[src/sv/sstseq_pkg.sv]
// Shared types, register indexes and constants for the step-and-settle test sequencer.
// Used by every module of the block; depends on nothing.
package sstseq_pkg;

  // Fixed-point position format: signed Q.FRACTION_BITS
  localparam int unsigned FRACTION_BITS = 4;

  // Configuration port geometry
  localparam int unsigned CFG_IDX_W  = 3;
  localparam int unsigned CFG_DATA_W = 16;

  // Register indexes
  localparam logic [CFG_IDX_W-1:0] REG_TARGET_MAG    = 3'd0;
  localparam logic [CFG_IDX_W-1:0] REG_START_TOL     = 3'd1;
  localparam logic [CFG_IDX_W-1:0] REG_READY_TIME    = 3'd2;
  localparam logic [CFG_IDX_W-1:0] REG_FRESH_TIMEOUT = 3'd3;
  localparam logic [CFG_IDX_W-1:0] REG_SETTLE_TOL    = 3'd4;
  localparam logic [CFG_IDX_W-1:0] REG_SETTLE_SPEED  = 3'd5;
  localparam logic [CFG_IDX_W-1:0] REG_POS_HOLD      = 3'd6;
  localparam logic [CFG_IDX_W-1:0] REG_NEG_HOLD      = 3'd7;

  // Reset values of the registers (distances in Q.FRACTION_BITS)
  localparam logic [14:0] RST_TARGET_MAG    = 15'(50 << FRACTION_BITS);
  localparam logic [14:0] RST_START_TOL     = 15'(5 << FRACTION_BITS);
  localparam logic [15:0] RST_READY_TIME    = 16'd200;
  localparam logic [15:0] RST_FRESH_TIMEOUT = 16'd200;
  localparam logic [14:0] RST_SETTLE_TOL    = 15'(5 << FRACTION_BITS);
  localparam logic [14:0] RST_SETTLE_SPEED  = 15'(10 << FRACTION_BITS);
  localparam logic [15:0] RST_POS_HOLD      = 16'd100;
  localparam logic [15:0] RST_NEG_HOLD      = 16'd300;

  // Peak error saturation limit
  localparam logic [14:0] PEAK_ERR_MAX = 15'h7FFF;

  // Command codes
  localparam logic [1:0] CMD_UPDATE = 2'd0;
  localparam logic [1:0] CMD_START  = 2'd1;
  localparam logic [1:0] CMD_STOP   = 2'd2;

  typedef enum logic [2:0] {
    MODE_READY    = 3'd0,
    MODE_MOVE_POS = 3'd1,
    MODE_HOLD_POS = 3'd2,
    MODE_MOVE_NEG = 3'd3,
    MODE_HOLD_NEG = 3'd4,
    MODE_DONE     = 3'd5,
    MODE_FAULT    = 3'd6
  } mode_e;

  typedef enum logic [1:0] {
    FAULT_NONE        = 2'd0,
    FAULT_STALE       = 2'd1,
    FAULT_NOT_CENTRED = 2'd2
  } fault_e;

  // Configuration register set
  typedef struct packed {
    logic [14:0] target_magnitude;
    logic [14:0] start_tolerance;
    logic [15:0] ready_time;
    logic [15:0] fresh_timeout;
    logic [14:0] settle_tolerance;
    logic [14:0] settle_speed;
    logic [15:0] positive_hold_time;
    logic [15:0] negative_hold_time;
  } cfg_t;

  // Input item
  typedef struct packed {
    logic [1:0]         cmd;
    logic [31:0]        now_ms;
    logic signed [15:0] position;
    logic signed [15:0] velocity;
    logic               sample_valid;
    logic [31:0]        sample_stamp_ms;
  } in_t;

  // Result item
  typedef struct packed {
    logic [2:0]         mode;
    logic [1:0]         fault_code;
    logic               ready_flag;
    logic signed [15:0] target;
    logic [31:0]        elapsed_ms;
    logic [14:0]        peak_error;
    logic               start_accepted;
    logic               loop_enabled;
    logic               drive_neutral;
  } out_t;

  // Magnitude of an 18-bit signed difference
  function automatic logic [17:0] abs18(input logic signed [17:0] v);
    abs18 = v[17] ? 18'(-v) : 18'(v);
  endfunction

endpackage

[src/sv/step_settle_test_sequencer_top.sv]
// Top level of the step-and-settle test sequencer: input and result registers.
// Depends on sstseq_pkg, sstseq_cfg_regs and sstseq_core.
//
// Usage:
//  - Input channel (in_valid_i / in_ready_o / in_data_i) carries one command item
//    (update, start or stop) with the current tick and a timestamped sample.
//  - Output channel (out_valid_o / out_ready_i / out_data_o) returns exactly one
//    result item per command: mode, fault code, ready flag, target, elapsed time,
//    peak error and the per-step flags.
//  - Configuration: cfg_we_i writes cfg_data_i into register cfg_idx_i;
//    write only while no command is in flight.
//  - Path: a command transfer lands in the input register; its state update lands
//    in the result register once that register is empty or being taken, and the
//    result transfer follows from there.
//  - Throughput: one command per cycle unless results stall; the state update
//    is one pass of compares and subtractions between input and result registers.
//  - Stall: while the result register is full and not taken, the input register
//    still takes one more command; further commands wait with in_ready_o low.
//  - Reset: registers return to their reset values, the sequencer is in ready
//    mode with no fault and both channels are empty.
module step_settle_test_sequencer_top (
  input  logic                              clk_i,
  input  logic                              rst_ni,
  input  logic                              in_valid_i,
  output logic                              in_ready_o,
  input  sstseq_pkg::in_t                   in_data_i,
  output logic                              out_valid_o,
  input  logic                              out_ready_i,
  output sstseq_pkg::out_t                  out_data_o,
  input  logic                              cfg_we_i,
  input  logic [sstseq_pkg::CFG_IDX_W-1:0]  cfg_idx_i,
  input  logic [sstseq_pkg::CFG_DATA_W-1:0] cfg_data_i
);
  import sstseq_pkg::*;

  cfg_t  cfg;
  in_t   in_q;
  logic  in_valid_q;
  out_t  res;
  out_t  out_q;
  logic  out_valid_q;
  logic  step;

  // Move the held command into the result register when it has room
  assign step       = in_valid_q && (!out_valid_q || out_ready_i);
  assign in_ready_o = !in_valid_q || step;

  // Input register
  always_ff @(posedge clk_i or negedge rst_ni) begin
    if (!rst_ni) begin
      in_valid_q <= 1'b0;
    end else if (in_ready_o) begin
      in_valid_q <= in_valid_i;
    end
  end

  always_ff @(posedge clk_i) begin
    if (in_valid_i && in_ready_o) begin
      in_q <= in_data_i;
    end
  end

  // Result register
  always_ff @(posedge clk_i or negedge rst_ni) begin
    if (!rst_ni) begin
      out_valid_q <= 1'b0;
    end else if (step) begin
      out_valid_q <= 1'b1;
    end else if (out_ready_i) begin
      out_valid_q <= 1'b0;
    end
  end

  always_ff @(posedge clk_i) begin
    if (step) begin
      out_q <= res;
    end
  end

  assign out_valid_o = out_valid_q;
  assign out_data_o  = out_q;

  sstseq_cfg_regs u_cfg_regs (
    .clk_i      (clk_i),
    .rst_ni     (rst_ni),
    .cfg_we_i   (cfg_we_i),
    .cfg_idx_i  (cfg_idx_i),
    .cfg_data_i (cfg_data_i),
    .cfg_o      (cfg)
  );

  sstseq_core u_core (
    .clk_i  (clk_i),
    .rst_ni (rst_ni),
    .step_i (step),
    .item_i (in_q),
    .cfg_i  (cfg),
    .res_o  (res)
  );

endmodule

[src/sv/sstseq_cfg_regs.sv]
// Configuration register file of the step-and-settle test sequencer.
// Depends on sstseq_pkg for register indexes, reset values and cfg_t.
module sstseq_cfg_regs (
  input  logic                                 clk_i,
  input  logic                                 rst_ni,
  input  logic                                 cfg_we_i,
  input  logic [sstseq_pkg::CFG_IDX_W-1:0]     cfg_idx_i,
  input  logic [sstseq_pkg::CFG_DATA_W-1:0]    cfg_data_i,
  output sstseq_pkg::cfg_t                     cfg_o
);
  import sstseq_pkg::*;

  cfg_t cfg_q;

  // Register writes, no read-back
  always_ff @(posedge clk_i or negedge rst_ni) begin
    if (!rst_ni) begin
      cfg_q.target_magnitude   <= RST_TARGET_MAG;
      cfg_q.start_tolerance    <= RST_START_TOL;
      cfg_q.ready_time         <= RST_READY_TIME;
      cfg_q.fresh_timeout      <= RST_FRESH_TIMEOUT;
      cfg_q.settle_tolerance   <= RST_SETTLE_TOL;
      cfg_q.settle_speed       <= RST_SETTLE_SPEED;
      cfg_q.positive_hold_time <= RST_POS_HOLD;
      cfg_q.negative_hold_time <= RST_NEG_HOLD;
    end else if (cfg_we_i) begin
      case (cfg_idx_i)
        REG_TARGET_MAG:    cfg_q.target_magnitude   <= cfg_data_i[14:0];
        REG_START_TOL:     cfg_q.start_tolerance    <= cfg_data_i[14:0];
        REG_READY_TIME:    cfg_q.ready_time         <= cfg_data_i;
        REG_FRESH_TIMEOUT: cfg_q.fresh_timeout      <= cfg_data_i;
        REG_SETTLE_TOL:    cfg_q.settle_tolerance   <= cfg_data_i[14:0];
        REG_SETTLE_SPEED:  cfg_q.settle_speed       <= cfg_data_i[14:0];
        REG_POS_HOLD:      cfg_q.positive_hold_time <= cfg_data_i;
        REG_NEG_HOLD:      cfg_q.negative_hold_time <= cfg_data_i;
        default: ;
      endcase
    end
  end

  assign cfg_o = cfg_q;

endmodule

[src/sv/sstseq_core.sv]
// Sequencer state and its combinational update for one command item.
// Depends on sstseq_pkg for the item types, mode and fault codes.
module sstseq_core (
  input  logic               clk_i,
  input  logic               rst_ni,
  input  logic               step_i,
  input  sstseq_pkg::in_t    item_i,
  input  sstseq_pkg::cfg_t   cfg_i,
  output sstseq_pkg::out_t   res_o
);
  import sstseq_pkg::*;

  // State registers
  mode_e              mode_q, mode_d;
  fault_e             fault_q, fault_d;
  logic               ready_q, ready_d;
  logic signed [15:0] target_q, target_d;
  logic [31:0]        run_start_q, run_start_d;
  logic [31:0]        centred_since_q, centred_since_d;
  logic               centred_valid_q, centred_valid_d;
  logic [31:0]        settled_since_q, settled_since_d;
  logic signed [15:0] peak_pos_q, peak_pos_d;
  logic [14:0]        peak_err_q, peak_err_d;
  logic [31:0]        elapsed_q, elapsed_d;

  // Derived values
  logic               fresh;
  logic               centred;
  logic               stable;
  logic               clear_task;
  logic               accepted;
  logic               neutral;
  logic signed [15:0] pos_t;
  logic signed [15:0] neg_t;
  logic signed [15:0] stab_tgt;
  logic [31:0]        settled_age;
  logic [17:0]        peak_abs;

  // Freshness, centring and settling checks
  assign pos_t    = $signed({1'b0, cfg_i.target_magnitude});
  assign neg_t    = 16'(-pos_t);
  assign fresh    = item_i.sample_valid &&
                    ((item_i.now_ms - item_i.sample_stamp_ms) <= {16'b0, cfg_i.fresh_timeout});
  assign centred  = abs18(18'(item_i.position)) <= {3'b0, cfg_i.start_tolerance};
  assign stab_tgt = (mode_q == MODE_MOVE_POS || mode_q == MODE_HOLD_POS) ? pos_t : neg_t;
  assign stable   = (abs18(18'(item_i.position) - 18'(stab_tgt)) <= {3'b0, cfg_i.settle_tolerance})
                 && (abs18(18'(item_i.velocity)) <= {3'b0, cfg_i.settle_speed});
  assign settled_age = item_i.now_ms - settled_since_q;
  assign peak_abs    = abs18(18'(peak_pos_d) - 18'(pos_t));

  // Next state for one item
  always_comb begin
    mode_d          = mode_q;
    fault_d         = fault_q;
    ready_d         = ready_q;
    target_d        = target_q;
    run_start_d     = run_start_q;
    centred_since_d = centred_since_q;
    centred_valid_d = centred_valid_q;
    settled_since_d = settled_since_q;
    peak_pos_d      = peak_pos_q;
    peak_err_d      = peak_err_q;
    elapsed_d       = elapsed_q;
    clear_task      = 1'b0;
    accepted        = 1'b0;
    neutral         = 1'b0;

    case (item_i.cmd)
      CMD_STOP: begin
        clear_task = 1'b1;
        neutral    = 1'b1;
      end
      CMD_START: begin
        if (mode_q != MODE_READY) begin
          clear_task = 1'b1;
          neutral    = 1'b1;
        end else if (!ready_q) begin
          fault_d = fresh ? FAULT_NOT_CENTRED : FAULT_STALE;
        end else begin
          run_start_d     = item_i.now_ms;
          peak_pos_d      = item_i.position;
          settled_since_d = '0;
          elapsed_d       = '0;
          peak_err_d      = '0;
          fault_d         = FAULT_NONE;
          ready_d         = 1'b0;
          target_d        = pos_t;
          mode_d          = MODE_MOVE_POS;
          accepted        = 1'b1;
        end
      end
      CMD_UPDATE: begin
        case (mode_q)
          MODE_READY: begin
            target_d = '0;
            neutral  = 1'b1;
            if (fresh && centred) begin
              if (!centred_valid_q) begin
                centred_valid_d = 1'b1;
                centred_since_d = item_i.now_ms;
              end
              if ((item_i.now_ms - centred_since_d) >= {16'b0, cfg_i.ready_time}) begin
                ready_d = 1'b1;
                fault_d = FAULT_NONE;
              end
            end else begin
              centred_valid_d = 1'b0;
              centred_since_d = '0;
              ready_d         = 1'b0;
            end
          end
          MODE_FAULT: begin
            neutral = 1'b1;
          end
          default: begin
            // Run in progress: move, hold or done
            elapsed_d = item_i.now_ms - run_start_q;
            if (mode_q != MODE_DONE && !fresh) begin
              fault_d = FAULT_STALE;
              mode_d  = MODE_FAULT;
              ready_d = 1'b0;
              neutral = 1'b1;
            end else begin
              case (mode_q)
                MODE_MOVE_POS: begin
                  target_d = pos_t;
                  if (item_i.position > peak_pos_q) peak_pos_d = item_i.position;
                  if (stable) begin
                    mode_d          = MODE_HOLD_POS;
                    settled_since_d = item_i.now_ms;
                  end
                end
                MODE_HOLD_POS: begin
                  target_d = pos_t;
                  if (item_i.position > peak_pos_q) peak_pos_d = item_i.position;
                  if (!stable) begin
                    mode_d          = MODE_MOVE_POS;
                    settled_since_d = '0;
                  end else if (settled_age >= {16'b0, cfg_i.positive_hold_time}) begin
                    peak_err_d      = (peak_abs > 18'(PEAK_ERR_MAX)) ? PEAK_ERR_MAX
                                                                     : peak_abs[14:0];
                    target_d        = neg_t;
                    mode_d          = MODE_MOVE_NEG;
                    settled_since_d = '0;
                  end
                end
                MODE_MOVE_NEG: begin
                  target_d = neg_t;
                  if (stable) begin
                    mode_d          = MODE_HOLD_NEG;
                    settled_since_d = item_i.now_ms;
                  end
                end
                MODE_HOLD_NEG: begin
                  target_d = neg_t;
                  if (!stable) begin
                    mode_d          = MODE_MOVE_NEG;
                    settled_since_d = '0;
                  end else if (settled_age >= {16'b0, cfg_i.negative_hold_time}) begin
                    mode_d          = MODE_DONE;
                    settled_since_d = '0;
                  end
                end
                default: begin
                  target_d = neg_t;
                end
              endcase
            end
          end
        endcase
      end
      default: ;
    endcase

    // Stop, or start outside ready: back to the reset task state
    if (clear_task) begin
      mode_d          = MODE_READY;
      fault_d         = FAULT_NONE;
      ready_d         = 1'b0;
      target_d        = '0;
      run_start_d     = '0;
      centred_since_d = '0;
      centred_valid_d = 1'b0;
      settled_since_d = '0;
      peak_pos_d      = '0;
      peak_err_d      = '0;
      elapsed_d       = '0;
    end
  end

  // Result of this item, values after the step
  always_comb begin
    res_o.mode           = 3'(mode_d);
    res_o.fault_code     = 2'(fault_d);
    res_o.ready_flag     = ready_d;
    res_o.target         = target_d;
    res_o.elapsed_ms     = elapsed_d;
    res_o.peak_error     = peak_err_d;
    res_o.start_accepted = accepted;
    res_o.loop_enabled   = (mode_d >= MODE_MOVE_POS) && (mode_d <= MODE_DONE);
    res_o.drive_neutral  = neutral;
  end

  // State update on each item taken from the input register
  always_ff @(posedge clk_i or negedge rst_ni) begin
    if (!rst_ni) begin
      mode_q          <= MODE_READY;
      fault_q         <= FAULT_NONE;
      ready_q         <= 1'b0;
      target_q        <= '0;
      run_start_q     <= '0;
      centred_since_q <= '0;
      centred_valid_q <= 1'b0;
      settled_since_q <= '0;
      peak_pos_q      <= '0;
      peak_err_q      <= '0;
      elapsed_q       <= '0;
    end else if (step_i) begin
      mode_q          <= mode_d;
      fault_q         <= fault_d;
      ready_q         <= ready_d;
      target_q        <= target_d;
      run_start_q     <= run_start_d;
      centred_since_q <= centred_since_d;
      centred_valid_q <= centred_valid_d;
      settled_since_q <= settled_since_d;
      peak_pos_q      <= peak_pos_d;
      peak_err_q      <= peak_err_d;
      elapsed_q       <= elapsed_d;
    end
  end

  // Consistency of the sequencer state
  a_ready_only_when_idle: assert property (@(posedge clk_i) disable iff (!rst_ni)
    ready_q |-> mode_q == MODE_READY)
    else $error("ready flag set outside ready mode");

  a_fault_is_stale: assert property (@(posedge clk_i) disable iff (!rst_ni)
    mode_q == MODE_FAULT |-> fault_q == FAULT_STALE)
    else $error("fault mode without stale measurement code");

  a_centred_timer_clear: assert property (@(posedge clk_i) disable iff (!rst_ni)
    !centred_valid_q |-> centred_since_q == '0)
    else $error("centred timer holds a time while not running");

  a_start_begins_run: assert property (@(posedge clk_i) disable iff (!rst_ni)
    step_i && accepted |=> mode_q == MODE_MOVE_POS && run_start_q == $past(item_i.now_ms))
    else $error("accepted start did not begin a run");

endmodule

[config.mk]
export PLATFORM = sky130hd
export DESIGN_NAME = step_settle_test_sequencer_top
export DESIGN_NICKNAME = d
export VERILOG_FILES = /design/src/sv/sstseq_pkg.sv /design/src/sv/step_settle_test_sequencer_top.sv /design/src/sv/sstseq_cfg_regs.sv /design/src/sv/sstseq_core.sv
export SDC_FILE = /design/constraint.sdc
export NUM_CORES = 1
export LEC_CHECK = 0
export BUFFER_PORTS_ARGS = -buffer_cell sky130_fd_sc_hd__buf_2
export CORE_MARGIN = 2
export CORE_UTILIZATION = 57
export CTS_CLUSTER_SIZE = 10
export DETAILED_ROUTE_END_ITERATION = 6
export HOLD_SLACK_MARGIN = 0.03
export PLACE_DENSITY = 0.77
export SYNTH_ARGS = -nofsm -noshare
export SYNTH_HDL_FRONTEND = slang
export SYNTH_SLANG_ARGS = --single-unit
[constraint.sdc]
create_clock -name clk_i -period 8.1 [get_ports clk_i]
set_input_delay 1.62 -clock clk_i [delete_from_list [all_inputs] [get_ports clk_i]]
set_output_delay 1.62 -clock clk_i [all_outputs]
set_load 0.05 [all_outputs]
# ---- Yosys cells after proc, flatten, opt, wreduce, memory -nomap -nowiden
# Cells that the tools add are included.
dict set report classes {
  reduce_logical 38
  mux 102
  bitwise 1
  shift 0
  n_div 0
  eq_ne 24
  mul 0
  order_cmp 11
  addsub 11
}
# op count
set ops {}
lappend ops {{$mux W32} 26}
lappend ops {{$mux W16} 14}
lappend ops {{$mux W15} 9}
lappend ops {{$pmux W16 S2} 4}
lappend ops {{$pmux W32 S2} 2}
lappend ops {{$sub A32 B32 Y32} 4}
lappend ops {{$ge A32 B16 Y1} 3}
lappend ops {{$pmux W32 S3} 1}
lappend ops {{$mux W18} 4}
lappend ops {{$le A18 B15 Y1} 3}
lappend ops {{$neg A16 Y18} 2}
lappend ops {{$neg A18 Y18} 2}
lappend ops {{$sub A16 B16 Y17} 2}
lappend ops {{$mux W3} 11}
lappend ops {{$le A32 B16 Y1} 1}
lappend ops {{$pmux W15 S2} 1}
lappend ops {{$eq A3 B3 Y1 const B} 6}
lappend ops {{$gt A18 B15 Y1 const B} 1}
lappend ops {{$gt A16 B16 Y1} 1}
lappend ops {{$neg A15 Y16} 1}
lappend ops {{$reduce_and A2 Y1} 8}
lappend ops {{$mux W1} 15}
lappend ops {{$mux W2} 7}
lappend ops {{$eq A3 B2 Y1 const B} 4}
lappend ops {{29 further kinds} 55}
dict set report word_totals {
  out_inout_bits 74
  latch_bits 0
  rom_bits 0
  memories 0
  ramBits 0
  ff_bits 479
  wordCells 223
  inputBits 123
}

# ---- Depth between registers and ports, before layout
# Gate-level depths: netlist of run 1.
dict set report depth {
  ltp_word 21
  ltp_mapped 39
}

# ---- Cells and area by module
# A second synthesis of run 1 with hierarchy kept.
dict set report unflattened {
  cells_unflattened 3647
  area_unflattened_um2 33931.3
}
# mod area_each_um2 cells_each n_inst
set modules_own_cells {}
lappend modules_own_cells {sstseq_core 23835.4 3197 1}
lappend modules_own_cells {step_settle_test_sequencer_top 5238.8 179 1}
lappend modules_own_cells {sstseq_cfg_regs 4857.2 271 1}

# ---- Least setup slack after synthesis of run 1
# No wires, ideal clock.
dict set report synth_timing {
  kind {reg2reg}
  startpoint {reg in_q[66] (netlist bit)}
  endpoint {reg out_q, in the netlist out_data_o[10], data pin}
  setup_time_ns 0.269
  n_path_buf 1
  setup_slack_ns -0.227
  arrival_ns 8.058
  stages_incl_launch_ff 36
  synth_period_minus_slack_ns 8.327
  path_cell_list {edfxtp_1 ha_1 nor2b_1 o2111ai_1 and3_1 o21a_1 o21bai_1 a21oi_1 xnor2_1 ha_1 and4_1 a221oi_1 o211ai_1 a22oi_1 o2111ai_1 nor4_2 nand4_2 nor4b_4 a21oi_1 clkbuf_1 a2bb2oi_1 nor2_1 ha_1 nor2b_1 o21ai_0 a21boi_0 o21a_1 o41ai_1 o311ai_0 or3_1 nor2_1 nand4b_1 or4_1 and4_4 nor4_2 o41ai_1}
}
# item line_no
set synth_lines {}
lappend synth_lines {{from (decl)} step_settle_test_sequencer_top.sv:37} ;# in_t in_q;
lappend synth_lines {{from (signal assigned)} step_settle_test_sequencer_top.sv:59} ;# in_q <= in_data_i;
lappend synth_lines {{to (signal assigned)} step_settle_test_sequencer_top.sv:76} ;# out_q <= res;
lappend synth_lines {{to (decl)} step_settle_test_sequencer_top.sv:40} ;# out_t out_q;

==> flow_summary.yaml, run 1 <==
detailed_routing:
  drtIter0Drc: 2551
  vias: 29400
  wl_per_cell_um: 20.6
  route.detailed.drc: 0
  first_pass_iters: 7
  detail-route-antenna-nets: 0
  vias_per_cell: 6.13
  routed_wirelength_um: 98500
die:
  die_h_um: 245
  start_util_pct: 57.6
  dieArea_mm2: 0.0602
  die_w_um: 245
  rows: 88
  io_pins: 197
  design.core.area_mm2: 0.0576
sta:
  fmax_ghz: 0.124
  drv_slew: 0
  fin_crit_sh_pct: 99.9
  worstMarginPinSlew_ns: 1.12
  max_slew_margin_pct: 24.8
  fin_skew_ns: 0.0523
  finalHoldViolations: 0
  setup_violations: 0
  fin_hold_ws_ns: 0.476
  fin_crit_ns: 8.09
  rsz0062_at_grt: "true"
setup_path:
  crit_fanout: 6
  rr_worst_depth: 35
  endpoint_kind: "register"
  timing.rr.start: "in_q[66]$_DFFE_PP_"
  crit_arrival_ns: 8.46
  crit_slowest_cell: "or4_4"
  path_class: "register to register"
  startpoint_type: "register"
  slowest_delay_ns: 0.54
  required_ns: 8.47
  cp-startpoint: "in_q[66]$_DFFE_PP_"
  reg2reg_to: "out_data_o[14]$_DFFE_PP_"
  rrSetupSlack_ns: 0.008
final_layout:
  fillers: 4660
  nets: 4393
  seq_area_mm2: 0.0129
  syn_to_final_growth_pct: 15.5
  fin_cells: 4790
  final_layout_size_suffix_gt1_share_pct: 16.7
  multi_input_area_mm2: 0.0191
clocking:
  numCtsBuffers: 57
  hold_buffers: 0
  clkSinkCount: 479
  insertion_delay_ns: 0.65
  cts_tree: "built"
  cts_buffer_depth: 3
  htreeDepth: 2
  cts_root_buffer: "clkbuf_16"
  clk_pin_slew_ns: 0.06
worst_hold_path:
  hold_path_end: "u_core.run_start_q[7]$_DFFE_PN0P_"
  hp-start: "u_core.run_start_q[7]$_DFFE_PN0P_"
  hold_path_depth: 2
  hp-class: "register to register"
global_routing:
  grt_max_degree: 109
  grt_pass1_vias: 27800
  busiest_layer: "met2"
  grt_util_all_layers_pct: 32.2
  grt_pass1_wl_um: 153000
  use_met2_pct: 53.2
  grt_overflow: 0
  grt_use_met1_pct: 42.5
  antenna_found_initial: 2
  grt_use_met3_pct: 4.53
pwr:
  p_leak_nw: 17.0
  ir_worst_vdd_mv: 0.232
  cellPowerDensity_mw_per_mm2: 277
synth:
  ys_types: 98
  ys_warn_count: 0
  syn_inst: 3670
  synth_edf_count: 171
  yosysSeqAreaShare_pct: 38.8
  syn_area_mm2: 0.0332
  synth_fp_nets: 4088
  ys.flop_type: "dfrtp_1"
  async_reset_ff_share_pct: 64.3
  synth.avg_cell_area_um2: 9.04
  ys_ff_latch: 479
outcome:
  status: "finished clean"
place:
  hpwlAfterDp_um: 71700
  dp.cells: 4665
  gp_congestion: 0.982
  numPortBuffers: 196
run:
  drv_cap: 0
-- synthesized netlist by cell type, drive strengths merged (29+ instances only) --
master   instances  area, um2
nand2          477       1790
o21ai          312       1560
inv            309       1160
ha             289       3620
dfrtp          286       7160
a21oi          233       1170
nor2           177        664
edfxtp         171       5130
clkbuf         116        437
xnor2          114        998
a21o            92        691
mux2            78        878
nor3            69        367
nand3           56        280
xor2            56        490
nand2b          53        332
o21a            44        330
nand4           42        284
mux2i           41        410
a22oi           37        278
a211oi          36        270
a31oi           35        219
and3            34        213
o2bb2ai         34        298
or3             33        206
o211ai          32        245
o21bai          30        225
o31ai           30        225
nor2b           29        181
-- cell type report --
| type | count | area share [%] |
|---|---|---|
| antenna | 1 | 0.00653 |
| clock buffer | 102 | 4.40 |
| clock inverter | 6 | 0.290 |
| inverter | 313 | 3.07 |
| multi-input combinational | 2739 | 49.7 |
| sequential | 479 | 33.6 |
| tap | 765 | 2.50 |
| timing repair buffer | 385 | 6.45 |
-- flip-flops by register name, summed over array words and instances (netlist names) --
name / count
in_valid_q: 1
u_core.settled_since_q: 32
u_core.ready_q: 1
u_core.target_q: 16
u_core.centred_since_q: 32
u_core.elapsed_q: 32
u_core.run_start_q: 32
out_data_o: 72
u_cfg_regs.cfg_o: 124
out_valid_o: 1
u_core.fault_q: 2
u_core.mode_q: 3
u_core.centred_valid_q: 1
in_q: 99
u_core.peak_pos_q: 16
u_core.peak_err_q: 15
-- kinds of logic after synthesis --
group,count (synthesis),share of synthesized area [%]
compound gates,1077,20.9
xor+xnor,170,4.49
fa+ha+maj,295,11.3
buf+inv,452,5.17
flops,479,38.8
mux,119,3.88
simple gates,1078,15.5
-- worst max path at each step --
| stage | cells past startpoint | slack (ns) | end |
|---|---|---|---|
| floorplan | 35 | 0.04 | out_data_o[10]$_DFFE_PP_ |
| global placement | 36 | -0.19 | out_data_o[3]$_DFFE_PP_ |
| detailed placement | 36 | -0.34 | out_data_o[3]$_DFFE_PP_ |
| CTS | 39 | 0.02 | out_data_o[17]$_DFFE_PP_ |
| global route | 35 | -0.36 | out_data_o[14]$_DFFE_PP_ |
| finish | 35 | 0.008 | out_data_o[14]$_DFFE_PP_ |
-- repair_timing --
item / CTS / global route
buffers inserted: 3 / 13
pin swaps: 5 / 47
gates cloned: 0 / 0
resized for setup: 10 / 77
endpoints found under the setup margin: 30 / 36
-- where the power goes --
group          switching, W  internal [W]  leakage, nW  total [W]
combinational       0.00299       0.00193         10.5    0.00491
sequential         0.000244       0.00298         5.61    0.00323
clock               0.00105       0.00143        0.854    0.00248
-- placed cells by master, fill, tap and decap left out, types with 112 or more instances in the layout --
| cell | n |
|---|---|
| a21oi_1 | 225 |
| buf_2 | 195 |
| buf_4 | 182 |
| dfrtp_1 | 285 |
| edfxtp_1 | 171 |
| ha_1 | 284 |
| inv_1 | 305 |
| nand2_1 | 472 |
| nor2_1 | 173 |
| o21ai_0 | 296 |
| xnor2_1 | 112 |
-- per-layer routing --
metal | up-vias | wire length (um)
met3 | 253 | 6850
met2 | 1171 | 46100
met4 | 2 | 4400
met5 | - | 13
li1 | 13900 | -
met1 | 14100 | 41100
-- metrics by stage --
| stage | setup TNS (ns) | instance area, um2 | util (%) | total power [W] | setup slack, ns |
|---|---|---|---|---|---|
| final | 0 | 38300 | 66.6 | 0.0106 | 0.00782 |
| after global routing | -7.70 | 38300 | 66.6 | 0.0113 | -0.356 |
| after CTS | 0 | 37900 | 65.8 | 0.0105 | 0.0154 |
| after detailed placement | -6.89 | 36000 | 62.5 | 0.00796 | -0.343 |
| after global placement | -2.62 | 36000 | 62.5 | 0.00786 | -0.189 |
| after floorplan | 0 | 33200 | - | 0.00658 | 0.0445 |
-- critical path: cells and delay by family (launching register included) --
kind / cells / cell delay [ns]
AOI/OAI and AO/OA: 12 / 2.13
adders and majority gates: 4 / 1.13
buffers and inverters: 2 / 0.22
and+or+nand+nor: 14 / 3.48
muxes: 1 / 0.18
xor gates and xnor gates: 2 / 0.26
DFF: 1 / 0.41
(Power assumes the default switching activity.)
==> run 2, diff against run 1 <==
--- a/config.mk
+++ b/config.mk
@@ -8,10 +8,12 @@
 export BUFFER_PORTS_ARGS = -buffer_cell sky130_fd_sc_hd__buf_2
 export CORE_MARGIN = 2
 export CORE_UTILIZATION = 57
+export CTS_BUF_LIST = sky130_fd_sc_hd__clkbuf_16
 export CTS_CLUSTER_SIZE = 10
 export DETAILED_ROUTE_END_ITERATION = 6
 export HOLD_SLACK_MARGIN = 0.03
 export PLACE_DENSITY = 0.77
+export SKIP_CTS_REPAIR_TIMING = 1
 export SYNTH_ARGS = -nofsm -noshare
 export SYNTH_HDL_FRONTEND = slang
 export SYNTH_SLANG_ARGS = --single-unit
==> run 2 against run 1 <==
Hold slack is essentially flat. Total power shrank 1.0%. Utilization shrank 0.12 points. Count of clock-buffer cells in the layout shrank 44. Sequential power is essentially flat. Via count shrank 0.42%. Sequential share of layout area grew 0.059 points. Cell count is essentially flat. Critical endpoint is now out_data_o[12]$_DFFE_PP_.
==> flow_summary.yaml, run 2 (same netlist as run 1, synthesis figures left out) <==
worst_hold_path:
  hp-start: "u_core.run_start_q[7]$_DFFE_PN0P_"
  hp-class: "register to register"
  hold_path_end: "u_core.run_start_q[7]$_DFFE_PN0P_"
  hold_path_depth: 2
final_layout:
  layout_commonest_cell: "nand2_1"
  mostFrequentLayoutCells: "472 x nand2_1, 342 x inv_1, 296 x o21ai_0"
  syn_to_final_growth_pct: 15.3
  final_layout_size_suffix_gt1_share_pct: 16.6
  largest_reg_flops: 124
  final_area_mm2: 0.0383
  nets: 4392
  fin_cells: 4791
  utilization_pct: 66.5
detailed_routing:
  first_pass_iters: 6
  vias: 29200
  drtIter0Drc: 2572
  routed_wirelength_um: 98100
  vias_per_cell: 6.10
  wl_per_cell_um: 20.5
  detail-route-antenna-nets: 0
  route.detailed.drc: 0
setup_path:
  path_common_cell: "buf_4"
  timing.rr.start: "in_q[65]$_DFFE_PP_"
  crit_slowest_cell: "or4_4"
  reg2reg_to: "out_data_o[12]$_DFFE_PP_"
  startpoint_type: "register"
  path_class: "register to register"
  crit_arrival_ns: 8.38
  rr_worst_depth: 41
  rrSetupSlack_ns: 0.13
  endpoint_kind: "register"
  required_ns: 8.50
  slowest_delay_ns: 0.50
  crit_fanout: 8
global_routing:
  grt_max_degree: 109
  antenna_found_initial: 2
  grt_pass1_wl_um: 152000
  grt_util_all_layers_pct: 32.2
  grt_overflow: 0
  grt_pass1_vias: 27800
clocking:
  htreeDepth: 2
  numCtsBuffers: 57
  clkSinkCount: 479
  cts_tree: "built"
  clk_pin_slew_ns: 0.06
  insertion_delay_ns: 0.65
  cts_buffer_depth: 3
  cts_root_buffer: "clkbuf_16"
run:
  drv_cap: 0
place:
  dp.cells: 4665
  gp_congestion: 0.982
  numPortBuffers: 196
  hpwlAfterDp_um: 71700
  dp_slack_ns: -0.343
  dpl_cell_area_mm2: 0.0360
sta:
  fin_crit_sh_pct: 98.5
  max_slew_margin_pct: 24.3
  fin_crit_ns: 7.97
  setup-tns-final_ns: 0
  rsz0062_at_grt: "true"
  setup_ws_ns: 0.125
  fmax_ghz: 0.125
  drv_slew: 0
  fin_skew_ns: 0.0473
  setup_violations: 0
  worstMarginPinSlew_ns: 1.13
  finalHoldViolations: 0
pwr:
  p_leak_nw: 17.1
  ir_worst_vdd_mv: 0.226
  cellPowerDensity_mw_per_mm2: 275
die:
  die_h_um: 245
  start_util_pct: 57.6
  design.core.area_mm2: 0.0576
  die_w_um: 245
  rows: 88
  dieArea_mm2: 0.0602
  io_pins: 197
outcome:
  status: "finished clean"
==> run 2: area by class of cell <==
| class | count | area, um2 |
|---|---|---|
| Inverter | 313 | 1180 |
| Timing Repair Buffer | 384 | 2450 |
| Antenna cell | 3 | 7.51 |
| Sequential cell | 479 | 12900 |
| Fill cell | 4658 | 19300 |
| Tap cell | 765 | 957 |
| Clock inverter | 50 | 277 |
| Clock buffer | 58 | 1450 |
| Multi-Input combinational cell | 2739 | 19100 |
==> run 2: metrics by stage <==
step	hold WS (ns)	total power (W)
floorplan	0.446	0.00658
global placement	0.461	0.00786
detailed placement	0.466	0.00796
CTS	0.483	0.0104
global route	0.496	0.0112
finish	0.476	0.0105
==> run 2: layer usage <==
| metal | up-vias | routed length [um] | GRT usage [%] | share of wire, % |
|---|---|---|---|---|
| met3 | 225 | 6980 | 4.58 | 7.1 |
| met2 | 1123 | 46100 | 52.8 | 47 |
| met5 | - | 13 | 0 | 0.013 |
| met4 | 2 | 4290 | 14.1 | 4.4 |
| li1 | 13800 | - | - | - |
| met1 | 14100 | 40700 | 42.5 | 42 |
==> run 2: worst max-delay path by stage <==
stage | start | end | slack [ns]
floorplan | in_q[66]$_DFFE_PP_ | out_data_o[10]$_DFFE_PP_ | 0.04
global placement | in_q[66]$_DFFE_PP_ | out_data_o[3]$_DFFE_PP_ | -0.19
detailed placement | in_q[66]$_DFFE_PP_ | out_data_o[3]$_DFFE_PP_ | -0.34
CTS | in_q[66]$_DFFE_PP_ | out_data_o[6]$_DFFE_PP_ | -0.39
global route | in_q[65]$_DFFE_PP_ | out_data_o[12]$_DFFE_PP_ | -0.29
finish | in_q[65]$_DFFE_PP_ | out_data_o[12]$_DFFE_PP_ | 0.13
==> run 2: report_power, final <==
part | total [W] | switching, W | internal, W
combinational | 0.00492 | 0.00299 | 0.00193
sequential | 0.00323 | 0.000244 | 0.00298
clock | 0.00237 | 0.00105 | 0.00132
total | 0.0105 | 0.00428 | 0.00623
==> run 2: critical path: cells and delay by family, from the launching register on <==
family	cells	cell delay (ns)
buffers and inverters	7	0.86
AND/OR/NAND/NOR	17	3.23
multiplexers	1	0.18
XOR/XNOR	2	0.23
adder cells (fa/ha/maj)	5	1.40
AO/OA/AOI/OAI	9	1.48
flip-flops	1	0.36
